## src/rtl/core/rmde_pkg.sv

```systemverilog
`timescale 1ns / 1ps
// ----------------------------------------------------------------------------
// rmde_pkg: shared types, codes and move tables
// Function codes, control/status structs and the per-move read and term plans
// used by the route move delta evaluator.
// ----------------------------------------------------------------------------
package rmde_pkg;

  localparam int NODE_COUNT_DEF  = 64;
  localparam int ROUTE_DEPTH_DEF = 64;
  localparam int DIST_BITS_DEF   = 24;

  localparam int NODE_W    = 6;
  localparam int POS_W     = 6;
  localparam int LEN_W     = 7;
  localparam int DVAL_W    = 24;
  localparam int DELTA_W   = 28;
  localparam int MAX_TERMS = 12;

  localparam longint DELTA_MAX = 134217727;
  localparam longint DELTA_MIN = -134217728;

  localparam logic [1:0] SIDE_A = 2'd0;
  localparam logic [1:0] SIDE_B = 2'd1;

  typedef enum logic [3:0] {
    FN_LOAD_DIST = 4'd0,
    FN_LOAD_A    = 4'd1,
    FN_LOAD_B    = 4'd2,
    FN_INSERT    = 4'd3,
    FN_TWO_OPT   = 4'd4,
    FN_OR_OPT    = 4'd5,
    FN_EXCHANGE  = 4'd6,
    FN_SWAP11    = 4'd7,
    FN_SWAP22    = 4'd8,
    FN_SHIFT10   = 4'd9,
    FN_SHIFT20   = 4'd10,
    FN_SWAP21    = 4'd11,
    FN_LOCKER    = 4'd12,
    FN_DESTROY   = 4'd13,
    FN_SPLIT     = 4'd14
  } func_e;

  typedef enum logic [0:0] {
    REG_ROUTE_A_LEN = 1'b0,
    REG_ROUTE_B_LEN = 1'b1
  } cfg_reg_e;

  // node slots: prev/first/second/next around pos_a, then around pos_b
  typedef enum logic [3:0] {
    SRC_AP = 4'd0,
    SRC_A1 = 4'd1,
    SRC_A2 = 4'd2,
    SRC_AN = 4'd3,
    SRC_BP = 4'd4,
    SRC_B1 = 4'd5,
    SRC_B2 = 4'd6,
    SRC_BN = 4'd7,
    SRC_NF = 4'd8,
    SRC_D0 = 4'd9,
    SRC_D1 = 4'd10
  } src_e;

  typedef enum logic [2:0] {
    ST_IDLE,
    ST_READ,
    ST_WAIT,
    ST_TERM,
    ST_DRAIN,
    ST_FIN
  } st_e;

  typedef struct packed {
    logic              en;
    logic              route_b;
    logic signed [8:0] pos;
  } rd_desc_t;

  typedef struct packed {
    logic en;
    logic sub;
    src_e row;
    src_e col;
  } term_desc_t;

  typedef struct packed {
    logic       accept;      // any request taken this cycle
    logic       latch;       // evaluate request taken, capture operands
    logic       rd_issue;
    logic [2:0] rd_idx;
    logic       term_issue;
    logic [3:0] term_idx;
    logic       finish;
  } ctrl_cmd_t;

  typedef struct packed {
    logic [3:0] n_terms;
  } dp_status_t;

  function automatic term_desc_t tm(logic on, logic sub, src_e r, src_e c);
    term_desc_t t;
    t.en  = on;
    t.sub = sub;
    t.row = r;
    t.col = c;
    return t;
  endfunction

  // Route position for node slot idx; en marks slots the move really reads.
  function automatic rd_desc_t rd_desc(func_e f, logic [1:0] side, logic [5:0] pa,
                                       logic [5:0] pb, logic [5:0] k, logic adj,
                                       logic [2:0] idx);
    logic signed [8:0] sa;
    logic signed [8:0] sb;
    logic signed [8:0] sc;
    logic signed [8:0] sk;
    logic signed [8:0] p [8];
    logic [7:0]        en_m;
    logic [7:0]        b_m;
    rd_desc_t          d;
    sa = 9'(pa);
    sb = 9'(pb);
    sk = 9'(k);
    sc = (side == SIDE_A) ? sb : sa;
    p[0] = sa - 9'sd1;
    p[1] = sa;
    p[2] = sa + 9'sd1;
    p[3] = sa + 9'sd1;
    p[4] = sb - 9'sd1;
    p[5] = sb;
    p[6] = sb + 9'sd1;
    p[7] = sb + 9'sd1;
    en_m = 8'h00;
    b_m  = 8'h00;
    case (f)
      FN_INSERT: begin
        p[0] = sa;
        en_m = 8'b0000_1001;
      end
      FN_TWO_OPT: begin
        p[6] = sb - 9'sd1;
        en_m = 8'b0110_0110;
      end
      FN_OR_OPT: begin
        p[2] = sa + sk - 9'sd1;
        p[3] = sa + sk;
        en_m = 8'b0011_1111;
      end
      FN_EXCHANGE: begin
        en_m = adj ? 8'b1010_0011 : 8'b1011_1011;
      end
      FN_SWAP11: begin
        en_m = 8'b1011_1011;
        b_m  = 8'hF0;
      end
      FN_SWAP22: begin
        p[3] = sa + 9'sd2;
        p[7] = sb + 9'sd2;
        en_m = 8'hFF;
        b_m  = 8'hF0;
      end
      FN_SHIFT10: begin
        en_m = 8'b1010_1011;
        b_m  = 8'hF0;
      end
      FN_SHIFT20: begin
        p[3] = sa + 9'sd2;
        en_m = 8'b1010_1111;
        b_m  = 8'hF0;
      end
      FN_SWAP21: begin
        p[3] = sa + 9'sd2;
        en_m = 8'b1011_1111;
        b_m  = 8'hF0;
      end
      FN_LOCKER: begin
        p[0] = sc - 9'sd1;
        p[3] = sc + 9'sd1;
        en_m = adj ? 8'h00 : 8'b0000_1001;
      end
      FN_DESTROY: begin
        en_m = 8'b0000_1011;
      end
      FN_SPLIT: begin
        p[2] = sb;
        p[3] = sb + 9'sd1;
        en_m = 8'b0000_1111;
      end
      default: begin
        en_m = 8'h00;
      end
    endcase
    d.en      = en_m[idx];
    d.route_b = b_m[idx];
    d.pos     = p[idx];
    return d;
  endfunction

  // Number of term steps a move walks through (disabled sides included).
  function automatic logic [3:0] term_count(func_e f, logic adj);
    logic [3:0] n;
    case (f)
      FN_INSERT:   n = 4'd3;
      FN_TWO_OPT:  n = 4'd4;
      FN_OR_OPT:   n = 4'd6;
      FN_EXCHANGE: n = adj ? 4'd4 : 4'd8;
      FN_SWAP11:   n = 4'd8;
      FN_SWAP22:   n = 4'd12;
      FN_SHIFT10:  n = 4'd6;
      FN_SHIFT20:  n = 4'd8;
      FN_SWAP21:   n = 4'd10;
      FN_LOCKER:   n = adj ? 4'd0 : 4'd3;
      FN_DESTROY:  n = 4'd3;
      FN_SPLIT:    n = 4'd5;
      default:     n = 4'd0;
    endcase
    return n;
  endfunction

  // One signed distance lookup of the move; route a part first, then route b.
  function automatic term_desc_t term_desc(func_e f, logic [1:0] side, logic adj,
                                           logic [3:0] idx);
    term_desc_t t [MAX_TERMS];
    term_desc_t d;
    logic       da;
    logic       db;
    da = (side != SIDE_B);
    db = (side != SIDE_A);
    for (int i = 0; i < MAX_TERMS; i++) begin
      t[i] = '0;
    end
    case (f)
      FN_INSERT: begin
        t[0] = tm(1'b1, 1'b0, SRC_AP, SRC_NF);
        t[1] = tm(1'b1, 1'b0, SRC_NF, SRC_AN);
        t[2] = tm(1'b1, 1'b1, SRC_AP, SRC_AN);
      end
      FN_TWO_OPT: begin
        t[0] = tm(1'b1, 1'b0, SRC_A1, SRC_B2);
        t[1] = tm(1'b1, 1'b0, SRC_A2, SRC_B1);
        t[2] = tm(1'b1, 1'b1, SRC_A1, SRC_A2);
        t[3] = tm(1'b1, 1'b1, SRC_B2, SRC_B1);
      end
      FN_OR_OPT: begin
        t[0] = tm(1'b1, 1'b0, SRC_AP, SRC_AN);
        t[1] = tm(1'b1, 1'b1, SRC_AP, SRC_A1);
        t[2] = tm(1'b1, 1'b1, SRC_A2, SRC_AN);
        t[3] = tm(1'b1, 1'b0, SRC_BP, SRC_A1);
        t[4] = tm(1'b1, 1'b0, SRC_A2, SRC_B1);
        t[5] = tm(1'b1, 1'b1, SRC_BP, SRC_B1);
      end
      FN_EXCHANGE: begin
        if (adj) begin
          t[0] = tm(1'b1, 1'b0, SRC_AP, SRC_B1);
          t[1] = tm(1'b1, 1'b1, SRC_AP, SRC_A1);
          t[2] = tm(1'b1, 1'b0, SRC_A1, SRC_BN);
          t[3] = tm(1'b1, 1'b1, SRC_B1, SRC_BN);
        end else begin
          t[0] = tm(1'b1, 1'b0, SRC_AP, SRC_B1);
          t[1] = tm(1'b1, 1'b0, SRC_B1, SRC_AN);
          t[2] = tm(1'b1, 1'b1, SRC_AP, SRC_A1);
          t[3] = tm(1'b1, 1'b1, SRC_A1, SRC_AN);
          t[4] = tm(1'b1, 1'b0, SRC_BP, SRC_A1);
          t[5] = tm(1'b1, 1'b0, SRC_A1, SRC_BN);
          t[6] = tm(1'b1, 1'b1, SRC_BP, SRC_B1);
          t[7] = tm(1'b1, 1'b1, SRC_B1, SRC_BN);
        end
      end
      FN_SWAP11: begin
        t[0] = tm(da, 1'b0, SRC_AP, SRC_B1);
        t[1] = tm(da, 1'b0, SRC_B1, SRC_AN);
        t[2] = tm(da, 1'b1, SRC_AP, SRC_A1);
        t[3] = tm(da, 1'b1, SRC_A1, SRC_AN);
        t[4] = tm(db, 1'b0, SRC_BP, SRC_A1);
        t[5] = tm(db, 1'b0, SRC_A1, SRC_BN);
        t[6] = tm(db, 1'b1, SRC_BP, SRC_B1);
        t[7] = tm(db, 1'b1, SRC_B1, SRC_BN);
      end
      FN_SWAP22: begin
        t[0]  = tm(da, 1'b0, SRC_AP, SRC_B1);
        t[1]  = tm(da, 1'b0, SRC_B1, SRC_B2);
        t[2]  = tm(da, 1'b0, SRC_B2, SRC_AN);
        t[3]  = tm(da, 1'b1, SRC_AP, SRC_A1);
        t[4]  = tm(da, 1'b1, SRC_A1, SRC_A2);
        t[5]  = tm(da, 1'b1, SRC_A2, SRC_AN);
        t[6]  = tm(db, 1'b0, SRC_BP, SRC_A1);
        t[7]  = tm(db, 1'b0, SRC_A1, SRC_A2);
        t[8]  = tm(db, 1'b0, SRC_A2, SRC_BN);
        t[9]  = tm(db, 1'b1, SRC_BP, SRC_B1);
        t[10] = tm(db, 1'b1, SRC_B1, SRC_B2);
        t[11] = tm(db, 1'b1, SRC_B2, SRC_BN);
      end
      FN_SHIFT10: begin
        t[0] = tm(da, 1'b0, SRC_AP, SRC_AN);
        t[1] = tm(da, 1'b1, SRC_AP, SRC_A1);
        t[2] = tm(da, 1'b1, SRC_A1, SRC_AN);
        t[3] = tm(db, 1'b0, SRC_B1, SRC_A1);
        t[4] = tm(db, 1'b0, SRC_A1, SRC_BN);
        t[5] = tm(db, 1'b1, SRC_B1, SRC_BN);
      end
      FN_SHIFT20: begin
        t[0] = tm(da, 1'b0, SRC_AP, SRC_AN);
        t[1] = tm(da, 1'b1, SRC_AP, SRC_A1);
        t[2] = tm(da, 1'b1, SRC_A1, SRC_A2);
        t[3] = tm(da, 1'b1, SRC_A2, SRC_AN);
        t[4] = tm(db, 1'b0, SRC_B1, SRC_A1);
        t[5] = tm(db, 1'b0, SRC_A1, SRC_A2);
        t[6] = tm(db, 1'b0, SRC_A2, SRC_BN);
        t[7] = tm(db, 1'b1, SRC_B1, SRC_BN);
      end
      FN_SWAP21: begin
        t[0] = tm(da, 1'b0, SRC_AP, SRC_B1);
        t[1] = tm(da, 1'b0, SRC_B1, SRC_AN);
        t[2] = tm(da, 1'b1, SRC_AP, SRC_A1);
        t[3] = tm(da, 1'b1, SRC_A1, SRC_A2);
        t[4] = tm(da, 1'b1, SRC_A2, SRC_AN);
        t[5] = tm(db, 1'b0, SRC_BP, SRC_A1);
        t[6] = tm(db, 1'b0, SRC_A1, SRC_A2);
        t[7] = tm(db, 1'b0, SRC_A2, SRC_BN);
        t[8] = tm(db, 1'b1, SRC_BP, SRC_B1);
        t[9] = tm(db, 1'b1, SRC_B1, SRC_BN);
      end
      FN_LOCKER: begin
        t[0] = tm(!adj, 1'b0, SRC_AP, SRC_AN);
        t[1] = tm(!adj, 1'b1, SRC_AP, SRC_NF);
        t[2] = tm(!adj, 1'b1, SRC_NF, SRC_AN);
      end
      FN_DESTROY: begin
        t[0] = tm(1'b1, 1'b0, SRC_AP, SRC_AN);
        t[1] = tm(1'b1, 1'b1, SRC_AP, SRC_A1);
        t[2] = tm(1'b1, 1'b1, SRC_A1, SRC_AN);
      end
      FN_SPLIT: begin
        t[0] = tm(da, 1'b0, SRC_AP, SRC_AN);
        t[1] = tm(da, 1'b1, SRC_AP, SRC_A1);
        t[2] = tm(da, 1'b1, SRC_A2, SRC_AN);
        t[3] = tm(db, 1'b0, SRC_D0, SRC_A1);
        t[4] = tm(db, 1'b0, SRC_A2, SRC_D1);
      end
      default: begin
        t[0] = '0;
      end
    endcase
    if (idx < 4'(MAX_TERMS)) begin
      d = t[idx];
    end else begin
      d = '0;
    end
    return d;
  endfunction

endpackage

```

## src/rtl/core/rmde_ctrl.sv

```systemverilog
`timescale 1ns / 1ps
// ----------------------------------------------------------------------------
// rmde_ctrl: move evaluation sequencer
// Accepts requests and steps the datapath through node reads, distance
// lookups and the final result write.
// ----------------------------------------------------------------------------
module rmde_ctrl import rmde_pkg::*; (
  input  logic       clk,
  input  logic       rst,
  input  logic       start,
  input  logic [3:0] func,
  input  dp_status_t status,
  output logic       busy,
  output ctrl_cmd_t  cmd
);

  st_e        state;
  st_e        state_next;
  logic [3:0] cnt;
  logic [3:0] cnt_next;
  logic       is_eval;

  assign is_eval = func_e'(func) inside {[FN_INSERT:FN_SPLIT]};
  assign busy    = (state != ST_IDLE);

  always_ff @(posedge clk) begin
    if (rst) begin
      state <= ST_IDLE;
      cnt   <= '0;
    end else begin
      state <= state_next;
      cnt   <= cnt_next;
    end
  end

  always_comb begin
    state_next     = state;
    cnt_next       = cnt;
    cmd            = '0;
    cmd.rd_idx     = cnt[2:0];
    cmd.term_idx   = cnt;
    case (state)
      ST_IDLE: begin
        cmd.accept = start;
        cmd.latch  = start && is_eval;
        if (start && is_eval) begin
          state_next = ST_READ;
          cnt_next   = '0;
        end
      end
      ST_READ: begin
        cmd.rd_issue = 1'b1;
        cnt_next     = cnt + 4'd1;
        if (cnt == 4'd7) begin
          state_next = ST_WAIT;
          cnt_next   = '0;
        end
      end
      ST_WAIT: begin
        // last node lands in its slot at the end of this cycle
        if (status.n_terms == 4'd0) begin
          state_next = ST_FIN;
        end else begin
          state_next = ST_TERM;
        end
      end
      ST_TERM: begin
        cmd.term_issue = 1'b1;
        cnt_next       = cnt + 4'd1;
        if (cnt == status.n_terms - 4'd1) begin
          state_next = ST_DRAIN;
          cnt_next   = '0;
        end
      end
      ST_DRAIN: begin
        state_next = ST_FIN;
      end
      ST_FIN: begin
        cmd.finish = 1'b1;
        state_next = ST_IDLE;
      end
      default: begin
        state_next = ST_IDLE;
      end
    endcase
  end

`ifndef SYNTHESIS
  a_fin_to_idle: assert property (@(posedge clk) disable iff (rst)
    cmd.finish |=> (state == ST_IDLE))
    else $error("sequencer did not return to idle after finish");

  a_term_bound: assert property (@(posedge clk) disable iff (rst)
    cmd.term_issue |-> (cnt < status.n_terms))
    else $error("term index beyond move plan");

  a_busy_cause: assert property (@(posedge clk) disable iff (rst)
    $rose(busy) |-> $past(start))
    else $error("busy raised without a request");
`endif

endmodule

```

## config.mk

```make
export PLATFORM = sky130hd
export DESIGN_NAME = rmde_ctrl
export DESIGN_NICKNAME = d
export VERILOG_FILES = /design/src/rtl/core/rmde_pkg.sv /design/src/rtl/core/rmde_ctrl.sv
export SDC_FILE = /design/constraint.sdc
export NUM_CORES = 1
export LEC_CHECK = 0
export BUFFER_PORTS_ARGS = -buffer_cell sky130_fd_sc_hd__buf_2
export CELL_PAD_IN_SITES_DETAIL_PLACEMENT = 2
export CELL_PAD_IN_SITES_GLOBAL_PLACEMENT = 2
export CORE_ASPECT_RATIO = 1.2
export CORE_UTILIZATION = 27
export CTS_CLUSTER_DIAMETER = 120
export DETAILED_ROUTE_END_ITERATION = 10
export HOLD_SLACK_MARGIN = 0.05
export PLACE_DENSITY = 0.77
export RECOVER_POWER = 25
export SETUP_SLACK_MARGIN = 0.05
export SYNTH_ARGS = -nofsm -noshare
export SYNTH_HDL_FRONTEND = slang
export SYNTH_SLANG_ARGS = --single-unit
```

## constraint.sdc

```tcl
create_clock -name clk -period 3.9 [get_ports clk]
set_input_delay 0.195 -clock clk [delete_from_list [all_inputs] [get_ports clk]]
set_output_delay 0.195 -clock clk [all_outputs]
set_load 0.05 [all_outputs]
```

== Word level (Yosys, flattened, before mapping) ==
Cells that the tools add are included.

* Register bits: 7
* Input bits: 11
* Output and inout port bits: 13
* Logic and storage cells: 37

* Add/subtract/negate cells: 2
* Order comparisons: 2
* Equal/unequal tests: 10
* Mux-type cells: 13
* Reduce and logical (&&, ||, !) cells: 8

{| class="wikitable"
|+ Operators with widths
! operator !! count
|-
| $pmux 3 s5 || 1
|-
| $mux 3 || 4
|-
| $mux 4 || 3
|-
| $pmux 4 s3 || 1
|-
| $eq 3x2->1 const B || 2
|-
| $eq 3x3->1 const B || 2
|-
| $ne 2x2->1 const B || 3
|-
| $reduce_bool 3->1 || 2
|-
| $add 4x1->4 const B || 1
|-
| $eq 4x3->1 const B || 1
|-
| $eq 4x4->1 || 1
|-
| $ge 4x2->1 const B || 1
|-
| $le 4x4->1 const B || 1
|-
| $logic_not 4->1 || 1
|-
| $sub 4x1->4 const B || 1
|-
| $eq 3x1->1 const B || 1
|-
| $logic_not 3->1 || 1
|-
| $mux 1 || 3
|-
| $reduce_and 3->1 || 1
|-
| $logic_and 1x1->1 || 2
|-
| $mux 2 || 1
|-
| $reduce_and 2->1 || 1
|}

== Logic depth before layout (Yosys ltp) ==
Gate-level depths: netlist of the first run.

* Depth after elaboration: 5
* Mapped depth: 6
* Gate-level depth less buffers: 6

== Least setup slack after synthesis of the first run ==
Ideal clock, no wire load.

* Kind: register to register
* Start: register state[2]
* End: register cnt[2]
* Setup time: 0.168 ns
* Arrival time: 1.759 ns
* Slack: 1.973 ns
* Cell stages (with the launch flop): 6
* Buffers on the path: 1
* Cell sequence: dfxtp_1 > clkbuf_1 > nor3_1 > inv_1 > nor2_1 > a211oi_1

* Word-level cells in the longest chain between the ends: 3
* Elaborated cells on any way between the ends: 7
* Those cells by class: 3 x eq/ne; 1 x mux; 3 x reduce/logical

{| class="wikitable"
|+ Ends and longest elaborated chain
! what !! RTL line !! text
|-
| start, declared || rmde_ctrl.sv:17 || <nowiki>st_e state;</nowiki>
|-
| start signal, assigned || rmde_ctrl.sv:31 || <nowiki>state <= state_next;</nowiki>
|-
| $eq 3x2->1, or another cell as far along || rmde_ctrl.sv:42 || <nowiki>case (state)</nowiki>
|-
| $reduce_bool 3->1 (no source line) / $ne 2x2->1 (equally long branches) || -- ||
|-
| $reduce_and 2->1 (no source line) || -- ||
|-
| end signal, assigned || rmde_ctrl.sv:32 || <nowiki>cnt <= cnt_next;</nowiki>
|-
| end, declared || rmde_ctrl.sv:19 || <nowiki>logic [3:0] cnt;</nowiki>
|}

Several ways; a longest one is shown, not always the timed one.
A chain may end at the register's enable or synchronous reset.

== Worst setup path in the final report of the first run ==
* Start: register cnt[0]
* End: register state[1]

* Word-level cells in the longest chain between the ends: 3
* Elaborated cells on any way between the ends: 5
* Those cells by class: 4 x eq/ne; 1 x reduce/logical

{| class="wikitable"
|+ Ends and longest elaborated chain
! what !! RTL line
|-
| $eq 4x4->1 / $eq 4x3->1 (equally long branches) || rmde_ctrl.sv:70, rmde_ctrl.sv:54
|-
| $ne 2x2->1 (no source line) || --
|-
| $reduce_and 3->1 (no source line) * || --
|}

Mark *: on every way between the ends. The rest lies on a longest branch, timed or not.

==> results.json, run 1 <==
{
  "finalCriticalPeriod_ps": 1850,
  "synth_fp_nets": 84,
  "max_slew_margin": 0.478,
  "start_kind": "flop",
  "cp.arrival_ps": 2010,
  "synth_top_area_cell": "dfxtp_1",
  "yosysSeqAreaShare": 0.238,
  "nFillCells": 251,
  "rsz0062_at_grt": "no",
  "antenna_cells": 0,
  "fmax_ghz": 0.541,
  "cts_hold_buf": 0,
  "ys_types": 32,
  "layout.nets": 107,
  "ys_top_cells_by_count": "dfxtp_1 (7), inv_1 (7), nor2_1 (6)",
  "fp.coreArea_um2": 2050,
  "cts-htree-levels": 1,
  "insertion_delay_ps": 260,
  "cts_setup_buffers": 0,
  "required_ps": 4060,
  "fin_tns_setup_ps": 0,
  "grt_overflow": 0,
  "ys_ff_latch": 7,
  "power_leakage_nw": 0.338,
  "postRouteAntennaNets": 0,
  "grt_pass1_wl_um": 2880,
  "crit_type": "flop to flop",
  "drt-pass1-iter-count": 2,
  "period_share": 0.474,
  "hold_viol_final": 0,
  "synth.area.top_cells": "dfxtp_1 (24%), ha_1 (6.4%), inv_1 (4.5%)",
  "cts_resized": 0,
  "synth_ff_type": "dfxtp_1",
  "drc": 0,
  "endpoint_kind": "flop",
  "drive_gt1_frac": 0.283,
  "area_growth_pct": 24.2,
  "cap_viol_max_count": 0,
  "ctsRootBufferMaster": "clkbuf_4",
  "numCtsBuffers": 3,
  "initial_core_util": 0.288,
  "reg2reg_slack_ps": 2050,
  "skew_ps": 3.64,
  "syn_area_um2": 589,
  "clk_path_buf_depth": 2,
  "hold_path_class": "primary input to flop",
  "die_x_um": 44.7,
  "portBuffers": 23,
  "ioPinCount": 24,
  "synth.avg_cell_area_um2": 8.42,
  "worst_slew_pin_slew_ps": 776,
  "dpl.cell_count": 118,
  "antenna_found_initial": 0,
  "async_flop_share": 0,
  "synthCells": 70,
  "grt_max_degree": 13,
  "power_density_nw_per_um2": 405,
  "setup_viol": 0,
  "stdcell_count": 122,
  "slew_viol_final": 0,
  "gr-usage-all-layers": 0.172,
  "placementRows": 18,
  "yosysTopAreaCellShare": 0.238,
  "path_clk_slew_ps": 50,
  "cts_tree": "yes",
  "wl_per_cell_um": 14.1,
  "fin_util": 0.357,
  "clock-sinks": 7,
  "die_area_um2": 2370,
  "routed_wl_um": 1720,
  "hpwl_um": 1390,
  "grt_pass1_vias": 617,
  "ir_drop_v": 0.000238,
  "gp_congestion": 0.800,
  "via_count": 604,
  "die_y_um": 53.2,
  "drt_iter0_markers": 3,
  "vias_per_cell": 4.95,
  "yosys_warnings": 0,
  "crit_path_max_fanout": 7,
  "synth_edf_count": 0,
  "status": "complete, no violations"
}
power breakdown:
| part | switching (W) | total (W) | internal [W] |
|---|---|---|---|
| combinational | 0.0000960 | 0.000133 | 0.0000368 |
| clock | 0.0000295 | 0.0000687 | 0.0000392 |
| sequential | 0.0000164 | 0.0000951 | 0.0000786 |
| total | 0.000142 | 0.000297 | 0.000155 |
critical path, cell delays in order, from the launching register on:
cell	delay [ps]
dfxtp_1	460
ha_1	230
nand2_1	70
o31ai_1	650
nor2_1	110
o41ai_2	230
cell type report:
type | count | area [um^2] | share of cell area
inverters | 7 | 26.3 | 0.0359
repair buffers | 23 | 109 | 0.149
well taps | 30 | 37.5 | 0.0513
multi-input cells | 51 | 393 | 0.537
clock buffers | 4 | 26.3 | 0.0359
flip-flops and latches | 7 | 140 | 0.191
logic make-up (layout without fill, tap and decap cells):
logic type               Yosys count  after routing  synth area share
adder cells (fa/ha/maj)            3              3            0.0637
XOR/XNOR                           6              6             0.125
flip-flops                         7              7             0.238
AO/OA/AOI/OAI                     14             14             0.208
AND/OR/NAND/NOR                   28             28             0.270
buffers and inverters             12             34            0.0956
stage by stage:
stage / cell area, um^2 / hold slack (ps) / power (W) / setup slack, ps
floorplan: 589 / 273 / 0.000198 / 1970
global placement: 712 / 488 / 0.000228 / 2190
detailed placement: 712 / 496 / 0.000232 / 2070
CTS: 738 / 210 / 0.000302 / 2040
global route: 732 / 210 / 0.000317 / 1880
finish: 732 / 216 / 0.000297 / 2050
layer usage:
metal	part of all wire	vias to the layer above	global-route usage	routed length, um
met4	0.016	0	0.0606	27
met2	0.51	22	0.294	876
met5	0	-	0	0
met1	0.42	287	0.202	717
li1	-	292	-	-
met3	0.055	3	0.0478	95
sequential cells by signal, summed over array words and instances (netlist names):
| signal | flops |
|---|---|
| state | 3 |
| cnt | 4 |
cells in the final DEF (no fill, tap or decap), types with 2 or more instances in the layout:
cell type,n
xnor2_1,2
nor3b_1,3
nand3_1,3
o22ai_1,3
buf_2,18
ha_1,3
xor2_1,2
dfxtp_1,7
and2_1,2
clkbuf_1,6
a21oi_1,2
nor2_1,6
nor2b_1,2
nor3_1,2
or3_1,2
clkbuf_4,3
nand2_1,4
inv_1,7
final timing paths:
kind,start,endpoint,cells past startpoint
setup / recovery,cnt[0],state[1],5
setup reg to reg,cnt[0],state[1],5
hold / removal,rst,cnt[2],2
hold reg to reg,cnt[1],cnt[1],2
Power figures use the tool's default switching activity.
==> inputs of run 2 (changes only) <==
--- a/config.mk
+++ b/config.mk
@@ -9,11 +9,11 @@
 export CELL_PAD_IN_SITES_DETAIL_PLACEMENT = 2
 export CELL_PAD_IN_SITES_GLOBAL_PLACEMENT = 2
 export CORE_ASPECT_RATIO = 1.2
-export CORE_UTILIZATION = 27
+export CORE_UTILIZATION = 23
 export CTS_CLUSTER_DIAMETER = 120
 export DETAILED_ROUTE_END_ITERATION = 10
 export HOLD_SLACK_MARGIN = 0.05
-export PLACE_DENSITY = 0.77
+export PLACE_DENSITY = 0.7
 export RECOVER_POWER = 25
 export SETUP_SLACK_MARGIN = 0.05
 export SYNTH_ARGS = -nofsm -noshare
==> constraint.sdc (replaced) <==
create_clock -name clk -period 1.7 [get_ports clk]
set_input_delay 0.085 -clock clk [delete_from_list [all_inputs] [get_ports clk]]
set_output_delay 0.085 -clock clk [all_outputs]
set_load 0.05 [all_outputs]
==> run 2 against run 1 <==
Net effect:
- clock power rose by 130%
- power rose by 140%
- sequential power rose by 120%
- first-iteration DRC count rose to 3.3 times the previous value
- largest power group unchanged
- core utilization fell by 2.8 points
- clock-buffer cell count did not move
- worst setup slack got worse by 1900 ps
- critical path type is now flop to primary output
- highest routed layer unchanged
- wire length rose by 1.7%
- sequential share of layout area fell by 0.57 points
- final area rose by 5.8%
- register-to-register slack got worse by 1800 ps
- combinational power rose to 2.5 times the previous value
==> results.json, run 2 (same netlist as run 1, synthesis figures left out) <==
{
  "clk_path_buf_depth": 2,
  "initial_core_util": 0.250,
  "reg_top3": "cnt: 4 flops, state: 3 flops",
  "grt_pass1_vias": 600,
  "start_kind": "flop",
  "gr-usage-all-layers": 0.139,
  "ir_drop_v": 0.000579,
  "worst_slew_pin_slew_ps": 570,
  "hold_path_class": "primary input to flop",
  "antenna_found_initial": 0,
  "grt_overflow": 0,
  "via_count": 615,
  "area_growth_pct": 31.4,
  "final_cell_mix": "buf_2 (17), inv_1 (7), clkbuf_1 (6)",
  "numCtsBuffers": 3,
  "finalCriticalPeriod_ps": 1510,
  "ioPinCount": 24,
  "insertion_delay_ps": 260,
  "placementRows": 19,
  "largest-register": "cnt",
  "drt_iter0_markers": 10,
  "dpl_worst_slack_ps": 236,
  "routed_wl_um": 1750,
  "cts_hold_buf": 0,
  "ctsRootBufferMaster": "clkbuf_4",
  "max_slew_margin": 0.614,
  "antenna_cells": 0,
  "rsz0062_at_grt": "no",
  "fin_tns_setup_ps": 0,
  "path_clk_slew_ps": 60,
  "portBuffers": 23,
  "layout_commonest_cell": "buf_2",
  "clock-sinks": 7,
  "cts_tree": "yes",
  "cp.arrival_ps": 1420,
  "period_share": 0.885,
  "holdPathStages": 2,
  "skew_ps": 10.7,
  "status": "complete, no violations",
  "cap_viol_max_count": 0,
  "wl_per_cell_um": 13.9,
  "required_ps": 1620,
  "gp_congestion": 0.681,
  "fmax_ghz": 0.664,
  "vias_per_cell": 4.88,
  "drc": 0,
  "postRouteAntennaNets": 0,
  "hpwl_um": 1420,
  "crit_type": "flop to primary output",
  "worst_slack_ps": 195,
  "crit_path_max_fanout": 8,
  "power_leakage_nw": 0.357,
  "grt_pass1_wl_um": 2600,
  "drt-pass1-iter-count": 3,
  "hold_viol_final": 0,
  "power_density_nw_per_um2": 908,
  "fp.coreArea_um2": 2350,
  "layout.nets": 110,
  "setup_viol": 0,
  "slew_viol_final": 0,
  "die_x_um": 48.2,
  "drive_gt1_frac": 0.368,
  "largest_reg_flops": 4,
  "die_area_um2": 2770,
  "r2r_cells": 6,
  "grt_max_degree": 13,
  "endpoint_kind": "primary output",
  "cts-htree-levels": 1,
  "die_y_um": 57.5
}
-- run 2: power by group --
| group | internal [W] | leakage [nW] | switching [W] |
|---|---|---|---|
| Combinational | 0.000102 | 0.283 | 0.000234 |
| Clock | 0.0000899 | 0.0150 | 0.0000663 |
| Sequential | 0.000182 | 0.0584 | 0.0000298 |
| Total | 0.000374 | 0.357 | 0.000330 |
-- run 2: path summary, 6_finish.rpt --
kind	start	slack [ps]	endpoint
setup / recovery	state[2]	190	cmd[10]
setup reg to reg	cnt[0]	230	cnt[3]
hold reg to reg	cnt[2]	530	cnt[2]
hold / removal	rst	110	cnt[2]
-- run 2: worst max-delay path, stage by stage, from the launching register on --
cell	delay, ps
dfxtp_1	300
buf_4	160
nor3_2	240
inv_1	90
nor2_2	130
clkbuf_4	240
-- run 2: area by class of cell --
class / instances / area, um^2
Multi-Input combinational cell: 51 / 405
Clock buffer: 4 / 26.3
Fill cell: 285 / 1580
Inverter: 7 / 26.3
Tap cell: 31 / 38.8
Timing Repair Buffer: 26 / 134
Sequential cell: 7 / 144
-- run 2: timing repair --
item,in CTS,in global routing
setup endpoints to repair,1,1
hold endpoints to repair,0,0
gates resized for setup,1,1
setup buffers,0,0
pin swaps,0,1
-- run 2: metrics by stage --
stage	hold WS (ps)	instances	power (W)	area, um^2	util
floorplan	156	70	0.000461	601	-
global placement	372	122	0.000546	747	0.317
detailed placement	377	122	0.000552	747	0.317
CTS	106	126	0.000714	778	0.331
global route	130	126	0.000734	774	0.329
finish	111	126	0.000703	774	0.329
-- run 2: metal layers --
layer,global-route usage,vias up,routed length (um)
met5,0,-,0
met4,0.107,0,59
met3,0.0127,4,71
met2,0.227,21,876
met1,0.154,295,739
li1,-,295,-
==> inputs of run 3 (changes only) <==
--- a/config.mk
+++ b/config.mk
@@ -13,7 +13,7 @@
 export CTS_CLUSTER_DIAMETER = 120
 export DETAILED_ROUTE_END_ITERATION = 10
 export HOLD_SLACK_MARGIN = 0.05
-export PLACE_DENSITY = 0.7
+export PLACE_DENSITY_LB_ADDON = 0.1
 export RECOVER_POWER = 25
 export SETUP_SLACK_MARGIN = 0.05
 export SYNTH_ARGS = -nofsm -noshare
==> run 3 against run 2 <==
Net effect:
- core utilization is 0.96 points lower
- hold slack worse by 18 ps
- sequential share of layout area rose by 0.56 points
- power decreased by 2.1%
- critical path type unchanged
- critical endpoint unchanged
- largest cell class unchanged
==> results.json, run 3 (same netlist as run 1, synthesis figures left out) <==
{
  "worst_slew_pin_slew_ps": 593,
  "largest-register": "cnt",
  "layout.nets": 107,
  "gp_congestion": 0.668,
  "crit_type": "flop to primary output",
  "period_share": 0.909,
  "path_cells": "nor3_2, inv_1, nor2_2, clkbuf_4",
  "status": "complete, no violations",
  "grt_max_degree": 13,
  "finalCriticalPeriod_ps": 1550,
  "nFillCells": 281,
  "hpwl_um": 1440,
  "drc": 0,
  "routed_wl_um": 1740,
  "grt_pass1_vias": 664,
  "cp_slowest_cell": "dfxtp_1",
  "vias_per_cell": 4.86,
  "final_cell_mix": "buf_2 (17), inv_1 (7), clkbuf_1 (6)",
  "ctsRootBufferMaster": "clkbuf_4",
  "crit_path_max_fanout": 12,
  "path_buf_inv": 2,
  "antenna_found_initial": 0,
  "portBuffers": 23,
  "slowest_delay_ps": 430,
  "ff_latch_area_um2": 144,
  "ioPinCount": 24,
  "layout_commonest_cell": "buf_2",
  "area_growth_pct": 27.6,
  "drt_iter0_markers": 4,
  "drt-pass1-iter-count": 2,
  "skew_ps": 2.67,
  "hold_viol_final": 0,
  "cp.arrival_ps": 1460,
  "largest_reg_flops": 4,
  "numCtsBuffers": 3,
  "setup_viol": 0,
  "postRouteAntennaNets": 0,
  "antenna_cells": 0,
  "grt_overflow": 0,
  "cap_viol_max_count": 0,
  "required_ps": 1620,
  "power_density_nw_per_um2": 916,
  "power_w": 0.000688,
  "path_clk_slew_ps": 50,
  "fin_tns_setup_ps": 0,
  "power_leakage_nw": 0.341,
  "rsz0062_at_grt": "yes",
  "ir_drop_v": 0.000524,
  "insertion_delay_ps": 260,
  "drive_gt1_frac": 0.348,
  "hold_path_class": "primary input to flop",
  "fp.coreArea_um2": 2350,
  "fmax_ghz": 0.647,
  "multi_input_area_um2": 405,
  "placementRows": 19,
  "via_count": 598,
  "reg_top3": "cnt: 4 flops, state: 3 flops",
  "max_slew_margin": 0.606,
  "initial_core_util": 0.250,
  "wl_per_cell_um": 14.1,
  "die_x_um": 48.2,
  "critPathTopFamily": "flip-flops",
  "cts-htree-levels": 1,
  "start_kind": "flop",
  "clk_path_buf_depth": 2,
  "cts_tree": "yes",
  "gr-usage-all-layers": 0.150,
  "die_area_um2": 2770,
  "die_y_um": 57.5,
  "stdcell_count": 123,
  "dpl.cell_count": 119,
  "endpoint_kind": "primary output",
  "grt_pass1_wl_um": 2820,
  "clock-sinks": 7,
  "slew_viol_final": 0
}
-- run 3: cell types whose count changed in the layout (fill, tap and decap cells not counted) --
cell and delta:
buf_4 -3
-- run 3: final cells by class --
| cell class | instances | share of cell area |
|---|---|---|
| multi-input combinational | 51 | 0.539 |
| tap | 31 | 0.0516 |
| timing repair buffer | 23 | 0.148 |
| inverter | 7 | 0.0349 |
| sequential | 7 | 0.191 |
| clock buffer | 4 | 0.0349 |
-- run 3: metal layers --
layer  wire length, um  share of wire  global-route usage  up-vias
li1                  -              -                   -      291
met1               738           0.42               0.162      281
met2               878           0.51               0.251       21
met3                61          0.035              0.0190        5
met4                59          0.034               0.107        0
met5                 0              0                   0        -
-- run 3: through the flow --
step | hold slack (ps) | setup WS (ps) | area (um^2) | utilization
floorplan | 156 | 10.3 | 601 | -
global placement | 382 | 150 | 724 | 0.308
detailed placement | 374 | 167 | 724 | 0.308
CTS | 85.8 | 96.1 | 756 | 0.321
global route | 92.7 | 24.8 | 752 | 0.320
finish | 93.1 | 155 | 752 | 0.320
-- run 3: worst paths after layout --
path,start,slack (ps),endpoint,cells after the start
worst max-delay path,state[1],150,cmd[10],4
worst max register to register,cnt[0],180,state[1],5
worst min-delay path,rst,90,cnt[2],2
worst min register to register,cnt[1],510,cnt[1],2
-- run 3: repair_timing --
item	in CTS	in global routing
hold buffers	0	0
setup endpoints to repair	1	2
gates resized for setup	1	1
gates cloned	0	0
hold endpoints to repair	0	0
setup buffers	0	0
-- run 3: report_power, final --
part,leakage (nW),total [W],switching [W],internal (W)
clock,0.0150,0.000157,0.0000670,0.0000899
sequential,0.0584,0.000220,0.0000384,0.000182
combinational,0.268,0.000311,0.000221,0.0000905
